===== src/rtl/slnr_pkg.sv =====
// shared types and constants of the sorted list neighbor removal unit
// no dependencies
`default_nettype none

package slnr_pkg;

	localparam int unsigned DEPTH_DEFAULT = 16;

	localparam int unsigned FUNC_W   = 2;
	localparam int unsigned VALUE_W  = 32;
	localparam int unsigned IDX_W    = 4;
	localparam int unsigned STATUS_W = 2;
	localparam int unsigned COUNT_W  = 5;

	// operation codes
	localparam logic [FUNC_W-1:0] FUNC_INSERT = 2'd0;
	localparam logic [FUNC_W-1:0] FUNC_REMOVE = 2'd1;
	localparam logic [FUNC_W-1:0] FUNC_READ   = 2'd2;

	// status codes
	localparam logic [STATUS_W-1:0] STATUS_OK        = 2'd0;
	localparam logic [STATUS_W-1:0] STATUS_FULL      = 2'd1;
	localparam logic [STATUS_W-1:0] STATUS_NOT_FOUND = 2'd2;
	localparam logic [STATUS_W-1:0] STATUS_RANGE     = 2'd3;

	// comparator result
	typedef struct packed {
		logic lt;
		logic eq;
	} cmp_res_t;

endpackage

`default_nettype wire


===== src/rtl/slnr_if.sv =====
// request and response channel interfaces
// depends on slnr_pkg
`default_nettype none

interface slnr_req_if;
	logic                                valid;
	logic                                ready;
	logic [slnr_pkg::FUNC_W-1:0]         func;
	logic signed [slnr_pkg::VALUE_W-1:0] value;
	logic [slnr_pkg::IDX_W-1:0]          index;

	modport source (output valid, func, value, index, input ready);
	modport sink (input valid, func, value, index, output ready);
endinterface

interface slnr_rsp_if;
	logic                                valid;
	logic                                ready;
	logic [slnr_pkg::STATUS_W-1:0]       status;
	logic signed [slnr_pkg::VALUE_W-1:0] read_value;
	logic [slnr_pkg::COUNT_W-1:0]        entry_count;
	logic [slnr_pkg::COUNT_W-1:0]        removed_count;

	modport source (output valid, status, read_value, entry_count, removed_count, input ready);
	modport sink (input valid, status, read_value, entry_count, removed_count, output ready);
endinterface

`default_nettype wire


===== src/rtl/slnr_ram.sv =====
// generic single write, single read ram with registered read data
// no dependencies
`default_nettype none

module slnr_ram #(
	parameter int unsigned WIDTH = 32,
	parameter int unsigned DEPTH = 16,
	parameter int unsigned AW    = (DEPTH > 1) ? $clog2(DEPTH) : 1
) (
	input  wire logic             clk,
	input  wire logic             we,
	input  wire logic [AW-1:0]    waddr,
	input  wire logic [WIDTH-1:0] wdata,
	input  wire logic [AW-1:0]    raddr,
	output logic      [WIDTH-1:0] rdata
);

	logic [WIDTH-1:0] mem_q [DEPTH];

	// write port
	always_ff @(posedge clk) begin
		if (we) begin
			mem_q[waddr] <= wdata;
		end
	end

	// registered read port
	always_ff @(posedge clk) begin
		rdata <= mem_q[raddr];
	end

endmodule

`default_nettype wire


===== src/rtl/slnr_cmp.sv =====
// shared compare unit: signed less-than and equality of a stored word against the key
// depends on slnr_pkg
`default_nettype none

module slnr_cmp (
	input  wire logic [slnr_pkg::VALUE_W-1:0] entry,
	input  wire logic [slnr_pkg::VALUE_W-1:0] key,
	output slnr_pkg::cmp_res_t                res
);
	import slnr_pkg::*;

	// two's complement ordering
	always_comb begin
		res.lt = $signed(entry) < $signed(key);
		res.eq = (entry == key);
	end

endmodule

`default_nettype wire


===== src/rtl/sorted_list_neighbor_removal_unit.sv =====
// insert: compare entries from the front until one is not below the key, then shift entries
// back from the end one by one and write the key; remove: scan every entry, and for each drop
// move the entries behind it one place forward; read: address the ram, then take the data.
// one item at a time; the ram has one write and one read port with registered read data.
// a waiting result does not block the next accept; reset empties the store, no clearing pass
// depends on slnr_pkg, slnr_if, slnr_ram, slnr_cmp
`default_nettype none

module sorted_list_neighbor_removal_unit #(
	parameter int unsigned DEPTH = slnr_pkg::DEPTH_DEFAULT
) (
	input  wire logic  clk,
	input  wire logic  arst_n,
	slnr_req_if.sink   req,
	slnr_rsp_if.source rsp
);
	import slnr_pkg::*;

	localparam int unsigned AW = (DEPTH > 1) ? $clog2(DEPTH) : 1;
	localparam int unsigned CW = $clog2(DEPTH + 1);
	localparam int unsigned XW = (CW > IDX_W) ? CW : IDX_W;

	// sequencer states
	localparam logic [3:0] S_IDLE    = 4'd0;
	localparam logic [3:0] S_INS_RD  = 4'd1;
	localparam logic [3:0] S_INS_CMP = 4'd2;
	localparam logic [3:0] S_INS_SH  = 4'd3;
	localparam logic [3:0] S_INS_WR  = 4'd4;
	localparam logic [3:0] S_RD_ADDR = 4'd5;
	localparam logic [3:0] S_RD_DATA = 4'd6;
	localparam logic [3:0] S_RM_RD   = 4'd7;
	localparam logic [3:0] S_RM_CMP  = 4'd8;
	localparam logic [3:0] S_DR_SH   = 4'd9;
	localparam logic [3:0] S_DR_WR   = 4'd10;
	localparam logic [3:0] S_DONE    = 4'd11;

	logic [3:0]          state_q;
	logic [CW-1:0]       cnt_q;
	logic [CW-1:0]       ptr_q;
	logic [CW-1:0]       k_q;
	logic [CW-1:0]       removed_q;
	logic                found_q;
	logic                drop_succ_q;
	logic [FUNC_W-1:0]   func_q;
	logic [VALUE_W-1:0]  key_q;
	logic [XW-1:0]       idx_q;
	logic [STATUS_W-1:0] status_q;
	logic [VALUE_W-1:0]  rd_q;

	logic                rsp_valid_q;
	logic [STATUS_W-1:0] rsp_status_q;
	logic [VALUE_W-1:0]  rsp_value_q;
	logic [COUNT_W-1:0]  rsp_entry_q;
	logic [COUNT_W-1:0]  rsp_removed_q;

	logic                ram_we;
	logic [AW-1:0]       ram_waddr;
	logic [VALUE_W-1:0]  ram_wdata;
	logic [AW-1:0]       ram_raddr;
	logic [VALUE_W-1:0]  ram_rdata;
	cmp_res_t            cmp;

	logic [CW-1:0]       k_dec;
	logic [CW-1:0]       k_inc;
	logic [CW-1:0]       ptr_inc;
	logic                load_rsp;

	assign k_dec    = k_q - 1'b1;
	assign k_inc    = k_q + 1'b1;
	assign ptr_inc  = ptr_q + 1'b1;
	assign load_rsp = (state_q == S_DONE) && (!rsp_valid_q || rsp.ready);

	assign req.ready         = (state_q == S_IDLE);
	assign rsp.valid         = rsp_valid_q;
	assign rsp.status        = rsp_status_q;
	assign rsp.read_value    = rsp_value_q;
	assign rsp.entry_count   = rsp_entry_q;
	assign rsp.removed_count = rsp_removed_q;

	slnr_ram #(
		.WIDTH (VALUE_W),
		.DEPTH (DEPTH),
		.AW    (AW)
	) u_ram (
		.clk   (clk),
		.we    (ram_we),
		.waddr (ram_waddr),
		.wdata (ram_wdata),
		.raddr (ram_raddr),
		.rdata (ram_rdata)
	);

	slnr_cmp u_cmp (
		.entry (ram_rdata),
		.key   (key_q),
		.res   (cmp)
	);

	// ram address and write control per step
	always_comb begin
		ram_we    = 1'b0;
		ram_waddr = '0;
		ram_wdata = '0;
		ram_raddr = '0;
		case (state_q)
			S_INS_RD: begin
				ram_raddr = ptr_q[AW-1:0];
			end
			S_INS_SH: begin
				if (k_q == ptr_q) begin
					ram_we    = 1'b1;
					ram_waddr = ptr_q[AW-1:0];
					ram_wdata = key_q;
				end else begin
					ram_raddr = k_dec[AW-1:0];
				end
			end
			S_INS_WR: begin
				ram_we    = 1'b1;
				ram_waddr = k_q[AW-1:0];
				ram_wdata = ram_rdata;
			end
			S_RD_ADDR: begin
				ram_raddr = idx_q[AW-1:0];
			end
			S_RM_RD: begin
				ram_raddr = ptr_q[AW-1:0];
			end
			S_DR_SH: begin
				ram_raddr = k_inc[AW-1:0];
			end
			S_DR_WR: begin
				ram_we    = 1'b1;
				ram_waddr = k_q[AW-1:0];
				ram_wdata = ram_rdata;
			end
			default: begin
			end
		endcase
	end

	// sequencer and output register
	always_ff @(posedge clk or negedge arst_n) begin
		if (!arst_n) begin
			state_q       <= S_IDLE;
			cnt_q         <= '0;
			ptr_q         <= '0;
			k_q           <= '0;
			removed_q     <= '0;
			found_q       <= 1'b0;
			drop_succ_q   <= 1'b0;
			func_q        <= FUNC_INSERT;
			key_q         <= '0;
			idx_q         <= '0;
			status_q      <= STATUS_OK;
			rd_q          <= '0;
			rsp_valid_q   <= 1'b0;
			rsp_status_q  <= STATUS_OK;
			rsp_value_q   <= '0;
			rsp_entry_q   <= '0;
			rsp_removed_q <= '0;
		end else begin
			// result beat held until taken, reloaded from the done step
			if (load_rsp) begin
				rsp_valid_q <= 1'b1;
			end else if (rsp_valid_q && rsp.ready) begin
				rsp_valid_q <= 1'b0;
			end
			case (state_q)
				// take a request beat and dispatch
				S_IDLE: begin
					if (req.valid) begin
						func_q    <= req.func;
						key_q     <= req.value;
						idx_q     <= XW'(req.index);
						ptr_q     <= '0;
						removed_q <= '0;
						found_q   <= 1'b0;
						status_q  <= STATUS_OK;
						rd_q      <= '0;
						case (req.func)
							FUNC_INSERT: begin
								if (cnt_q == CW'(DEPTH)) begin
									status_q <= STATUS_FULL;
									state_q  <= S_DONE;
								end else begin
									state_q <= S_INS_RD;
								end
							end
							FUNC_REMOVE: begin
								state_q <= S_RM_RD;
							end
							FUNC_READ: begin
								if (XW'(req.index) < XW'(cnt_q)) begin
									state_q <= S_RD_ADDR;
								end else begin
									status_q <= STATUS_RANGE;
									state_q  <= S_DONE;
								end
							end
							default: begin
								state_q <= S_DONE;
							end
						endcase
					end
				end
				// insert: find first entry not below the key
				S_INS_RD: begin
					if (ptr_q == cnt_q) begin
						k_q     <= cnt_q;
						state_q <= S_INS_SH;
					end else begin
						state_q <= S_INS_CMP;
					end
				end
				S_INS_CMP: begin
					if (cmp.lt) begin
						ptr_q   <= ptr_inc;
						state_q <= S_INS_RD;
					end else begin
						k_q     <= cnt_q;
						state_q <= S_INS_SH;
					end
				end
				// insert: open a gap from the back, then drop the key in
				S_INS_SH: begin
					if (k_q == ptr_q) begin
						cnt_q   <= cnt_q + 1'b1;
						state_q <= S_DONE;
					end else begin
						state_q <= S_INS_WR;
					end
				end
				S_INS_WR: begin
					k_q     <= k_dec;
					state_q <= S_INS_SH;
				end
				// read
				S_RD_ADDR: begin
					state_q <= S_RD_DATA;
				end
				S_RD_DATA: begin
					rd_q    <= ram_rdata;
					state_q <= S_DONE;
				end
				// remove: scan for the key
				S_RM_RD: begin
					if (ptr_q == cnt_q) begin
						status_q <= found_q ? STATUS_OK : STATUS_NOT_FOUND;
						state_q  <= S_DONE;
					end else begin
						state_q <= S_RM_CMP;
					end
				end
				S_RM_CMP: begin
					if (cmp.eq) begin
						found_q <= 1'b1;
						if (ptr_q != '0) begin
							k_q         <= ptr_q - 1'b1;
							drop_succ_q <= 1'b0;
							state_q     <= S_DR_SH;
						end else if (ptr_inc < cnt_q) begin
							k_q         <= ptr_inc;
							drop_succ_q <= 1'b1;
							state_q     <= S_DR_SH;
						end else begin
							ptr_q   <= ptr_inc;
							state_q <= S_RM_RD;
						end
					end else begin
						ptr_q   <= ptr_inc;
						state_q <= S_RM_RD;
					end
				end
				// remove: close the gap at k, moving each following entry one place forward
				S_DR_SH: begin
					if (k_inc >= cnt_q) begin
						cnt_q     <= cnt_q - 1'b1;
						removed_q <= removed_q + 1'b1;
						if (drop_succ_q) begin
							ptr_q   <= ptr_inc;
							state_q <= S_RM_RD;
						end else if (ptr_q < cnt_q - 1'b1) begin
							// match moved one place forward, successor still there
							ptr_q       <= ptr_q - 1'b1;
							k_q         <= ptr_q;
							drop_succ_q <= 1'b1;
						end else begin
							state_q <= S_RM_RD;
						end
					end else begin
						state_q <= S_DR_WR;
					end
				end
				S_DR_WR: begin
					k_q     <= k_inc;
					state_q <= S_DR_SH;
				end
				// hand the result to the output register
				S_DONE: begin
					if (load_rsp) begin
						rsp_status_q  <= status_q;
						rsp_value_q   <= rd_q;
						rsp_entry_q   <= COUNT_W'(cnt_q);
						rsp_removed_q <= (func_q == FUNC_REMOVE) ? COUNT_W'(removed_q) : '0;
						state_q       <= S_IDLE;
					end
				end
				default: begin
					state_q <= S_IDLE;
				end
			endcase
		end
	end

endmodule

`default_nettype wire


===== src/flat_wrapper.sv =====
// flat-port wrapper written by rule: the top's interface ports become plain ports
module sorted_list_neighbor_removal_unit_flat import slnr_pkg::*;
#(
	parameter int unsigned DEPTH = slnr_pkg::DEPTH_DEFAULT
)
  (clk, arst_n, req_valid, req_func, req_value, req_index, req_ready, rsp_valid, rsp_status, rsp_read_value, rsp_entry_count, rsp_removed_count, rsp_ready);
  slnr_req_if req_i ();
  slnr_rsp_if rsp_i ();
  input  wire logic clk;
  input  wire logic arst_n;
  input wire logic [$bits(req_i.valid)-1:0] req_valid;
  input wire logic [$bits(req_i.func)-1:0] req_func;
  input wire logic [$bits(req_i.value)-1:0] req_value;
  input wire logic [$bits(req_i.index)-1:0] req_index;
  output wire logic [$bits(req_i.ready)-1:0] req_ready;
  output wire logic [$bits(rsp_i.valid)-1:0] rsp_valid;
  output wire logic [$bits(rsp_i.status)-1:0] rsp_status;
  output wire logic [$bits(rsp_i.read_value)-1:0] rsp_read_value;
  output wire logic [$bits(rsp_i.entry_count)-1:0] rsp_entry_count;
  output wire logic [$bits(rsp_i.removed_count)-1:0] rsp_removed_count;
  input wire logic [$bits(rsp_i.ready)-1:0] rsp_ready;
  assign req_i.valid = req_valid;
  assign req_i.func = req_func;
  assign req_i.value = req_value;
  assign req_i.index = req_index;
  assign req_ready = req_i.ready;
  assign rsp_valid = rsp_i.valid;
  assign rsp_status = rsp_i.status;
  assign rsp_read_value = rsp_i.read_value;
  assign rsp_entry_count = rsp_i.entry_count;
  assign rsp_removed_count = rsp_i.removed_count;
  assign rsp_i.ready = rsp_ready;
  sorted_list_neighbor_removal_unit #(.DEPTH(DEPTH)) u_core (.clk(clk), .arst_n(arst_n), .req(req_i), .rsp(rsp_i));
endmodule

===== config.mk =====
export PLATFORM = sky130hd
export DESIGN_NAME = sorted_list_neighbor_removal_unit_flat
export DESIGN_NICKNAME = d
export VERILOG_FILES = /design/src/rtl/slnr_pkg.sv /design/src/rtl/slnr_if.sv /design/src/rtl/slnr_ram.sv /design/src/rtl/slnr_cmp.sv /design/src/rtl/sorted_list_neighbor_removal_unit.sv /design/src/flat_wrapper.sv
export SDC_FILE = /design/constraint.sdc
export NUM_CORES = 1
export LEC_CHECK = 0
export BUFFER_PORTS_ARGS = -buffer_cell sky130_fd_sc_hd__buf_2
export CORE_MARGIN = 2
export CORE_UTILIZATION = 50
export CTS_BUF_LIST = sky130_fd_sc_hd__clkbuf_4 sky130_fd_sc_hd__clkbuf_8
export CTS_CLUSTER_SIZE = 24
export DETAILED_ROUTE_END_ITERATION = 10
export PLACE_DENSITY_LB_ADDON = 0.15
export REMOVE_ABC_BUFFERS = 1
export SLEW_MARGIN = 20
export SYNTH_ARGS = -nofsm -noshare
export SYNTH_HDL_FRONTEND = slang
export SYNTH_HIERARCHICAL = 1
export SYNTH_SLANG_ARGS = --single-unit

===== constraint.sdc =====
create_clock -name clk -period 7.9 [get_ports clk]
set_clock_uncertainty 0.2 [all_clocks]
set_input_delay 1.185 -clock clk [delete_from_list [all_inputs] [get_ports clk]]
set_output_delay 1.185 -clock clk [all_outputs]
set_load 0.02 [all_outputs]

==> impl_metrics.toml <==
[timing]
finalHoldViolCount = 0
setup_viol = 0
tightest_slew_ps = 1130
fin_ws_ps = 3090
tns_ps = 0
post-route-period-util_pct = 60.9
max-slew-margin-rel_pct = 24.4
max_freq_mhz = 208
grt_setup_unrepaired = "false"
fin_crit_ps = 4810
drv_slew = 0

[power_and_ir_drop]
leakagePower_uw = 0.0106
total_power_uw = 7060
power_density_nw_per_um2 = 219
peakVddDrop_uv = 146

[die]
die_x_um = 242
ioPinCount = 88
dieArea_um2 = 58800
die_h_um = 242
start_util_pct = 50.5
rows = 87
coreArea_um2 = 56300

[placement]
post-place-ws_ps = 3170
placed_area_um2 = 29900
dp_hpwl_mm = 40.8
port_buffers = 87
gp_congestion = 0.878

[route]
routed-wl-met2_mm = 32.4
dr_total_vias = 16100
drc = 0
wl_met3_mm = 4.27
route.antenna.remaining_nets = 0
routed_wirelength_mm = 67.9
drt_iter0_drc = 1516
met1_length_mm = 29.2
routed.top_layer = "met4"
via_per_inst = 5.82
drt-wirelength-per-cell_um = 24.6
first_pass_iters = 5

[grt]
grt_max_degree = 129
grtUsageTotal_pct = 23.5
antenna_found_initial = 1
overflow = 0
grt_pass1_vias = 16500
grt_pass1_wl_mm = 103

[run_status]
outcome = "finished clean"

[setup_path]
timing.rr.end = "u_core/u_ram/mem_q[4][23]"
cp-startpoint = "u_core/state_q[1]"
worst_r2r_startpoint = "u_core/state_q[1]"
reg2reg_setup_slack_ps = 3090
startpoint_type = "register"
reg2reg_depth = 6
cp.arrival_ps = 4960
path_class = "reg2reg"
required_ps = 8050
cp-end-kind = "register"
cp_max_fo = 31
cp-endpoint = "u_core/u_ram/mem_q[4][23]"

[cts]
path_clk_slew_ps = 60
clk_root_buffer_cell = "clkbuf_8"
cts_tree = "built"
post_cts_buffers = 0
clock_sinks = 687
worstSkewPairLatency_ps = 720
cts_htree_levels = 3
cts_hold_buf = 0
cts_resized = 0
numCtsBuffers = 108
cts.path.max_buffers = 3

[finish]
multi_input_area_um2 = 8330
final_util_pct = 57.3
design_area_um2 = 32200
area_delta_synth_final_pct = 13.5
layout.area.seq_um2 = 19600
drive_gt1_share_pct = 26.2
mostFrequentLayoutCells = "512 x edfxtp_1, 248 x nand2_1, 143 x dfrtp_1"
fillers = 4432
nets = 2010
final_common_cell = "edfxtp_1"

[worst_hold_path]
min_from = "u_core/u_ram/rdata[4]"
hp-class = "reg2reg"

[synth]
syn_area_um2 = 28400
synthAdderAreaFrac_pct = 2.60
synthMuxAreaShare_pct = 12.0
yosys.area.top_type = "edfxtp_1"
ys.flop_type = "edfxtp_1"
yosysUniqueCellTypes = 76
postSynthCellCount = 1782
synth_seq_cells = 687
synth-edff-count = 512
synth.top_cell.area_share_pct = 54.1
synth_top_family_by_area = "multiplexers"
yosys.area_share.simple_pct = 6.53
seq_area_frac_synth_pct = 69.0
yosysWarningCount = 6
synthTopCellsByArea = "edfxtp_1 54%, dfrtp_1 13%, mux4_2 10%"
synthXorXnorAreaFrac_pct = 0.894
syn_area_per_cell_um2 = 15.9
synth_compound_gate_area_share_pct = 6.63
async_reset_ff_share_pct = 20.8

[job]
maxCapViolCount = 0
## worst max-delay path, stage by stage (launching register included)
cell	delay, ps
dfrtp_1	1010
nand2_1	380
nor4b_4	760
a22o_1	300
nand3b_1	310
nor3_2	950
buf_4	540
## stage by stage
stage / hold WS (ps) / std cells
3_3_place_gp: 255 / 2550
2_1_floorplan: 238 / 1679
3_5_place_dp: 270 / 2555
6_report: 272 / 2761
4_1_cts: 273 / 2760
5_1_grt: 311 / 2761
## sequential cells by signal, summed over array words and instances, names as in the netlist, 32 cells and up
register / flops
u_core/u_ram/mem_q: 512
u_core/key_q: 32
u_core/rd_q: 32
u_core/rsp.read_value: 32
u_core/u_ram/rdata: 32
## power breakdown
| group | total [uW] | switching [uW] | internal (uW) |
|---|---|---|---|
| Combinational | 30.8 | 21.4 | 9.38 |
| Clock | 3190 | 1390 | 1800 |
| Sequential | 3840 | 0.00000000000000959 | 3840 |
| Total | 7060 | 1410 | 5650 |
## routing by layer
| metal | global-route usage, % | vias up |
|---|---|---|
| met4 | 7.90 | 0 |
| li1 | - | 7146 |
| met2 | 37.0 | 520 |
| met5 | 0 | - |
| met3 | 4.83 | 114 |
| met1 | 32.9 | 8287 |
## layout make-up
type | instances | area share [%]
Sequential cell | 687 | 60.8
Multi-Input combinational cell | 939 | 25.9
Clock buffer | 164 | 6.22
Tap cell | 756 | 2.93
Timing Repair Buffer | 120 | 2.48
Clock inverter | 41 | 1.11
Inverter | 53 | 0.617
Antenna cell | 1 | 0.00776
## worst min path at each step
stage | end | slack (ps) | depth (start not counted)
2_1_floorplan | u_core/rd_q[1] | 240 | 2
3_3_place_gp | u_core/func_q[0] | 250 | 2
3_5_place_dp | u_core/func_q[1] | 270 | 2
4_1_cts | u_core/rd_q[4] | 270 | 2
5_1_grt | u_core/rd_q[21] | 310 | 2
6_report | u_core/rd_q[4] | 270 | 2
## logic make-up after synthesis
kind of cell	after synthesis
adder cells (fa/ha/maj)	59
buffers and inverters	156
multiplexers	174
XOR/XNOR	29
AND/OR/NAND/NOR	408
flip-flops	687
AO/OA/AOI/OAI	269
## cells in the mapped netlist (35+ instances only)
cell type,instances
mux2_2,40
o21ai_0,70
a22oi_1,66
ha_1,59
nand2_1,249
inv_1,53
edfxtp_1,512
a22o_1,37
mux4_2,128
a21oi_1,35
clkbuf_1,52
nor2_1,45
dfrtp_1,143
Power figures use the tool's default switching activity.
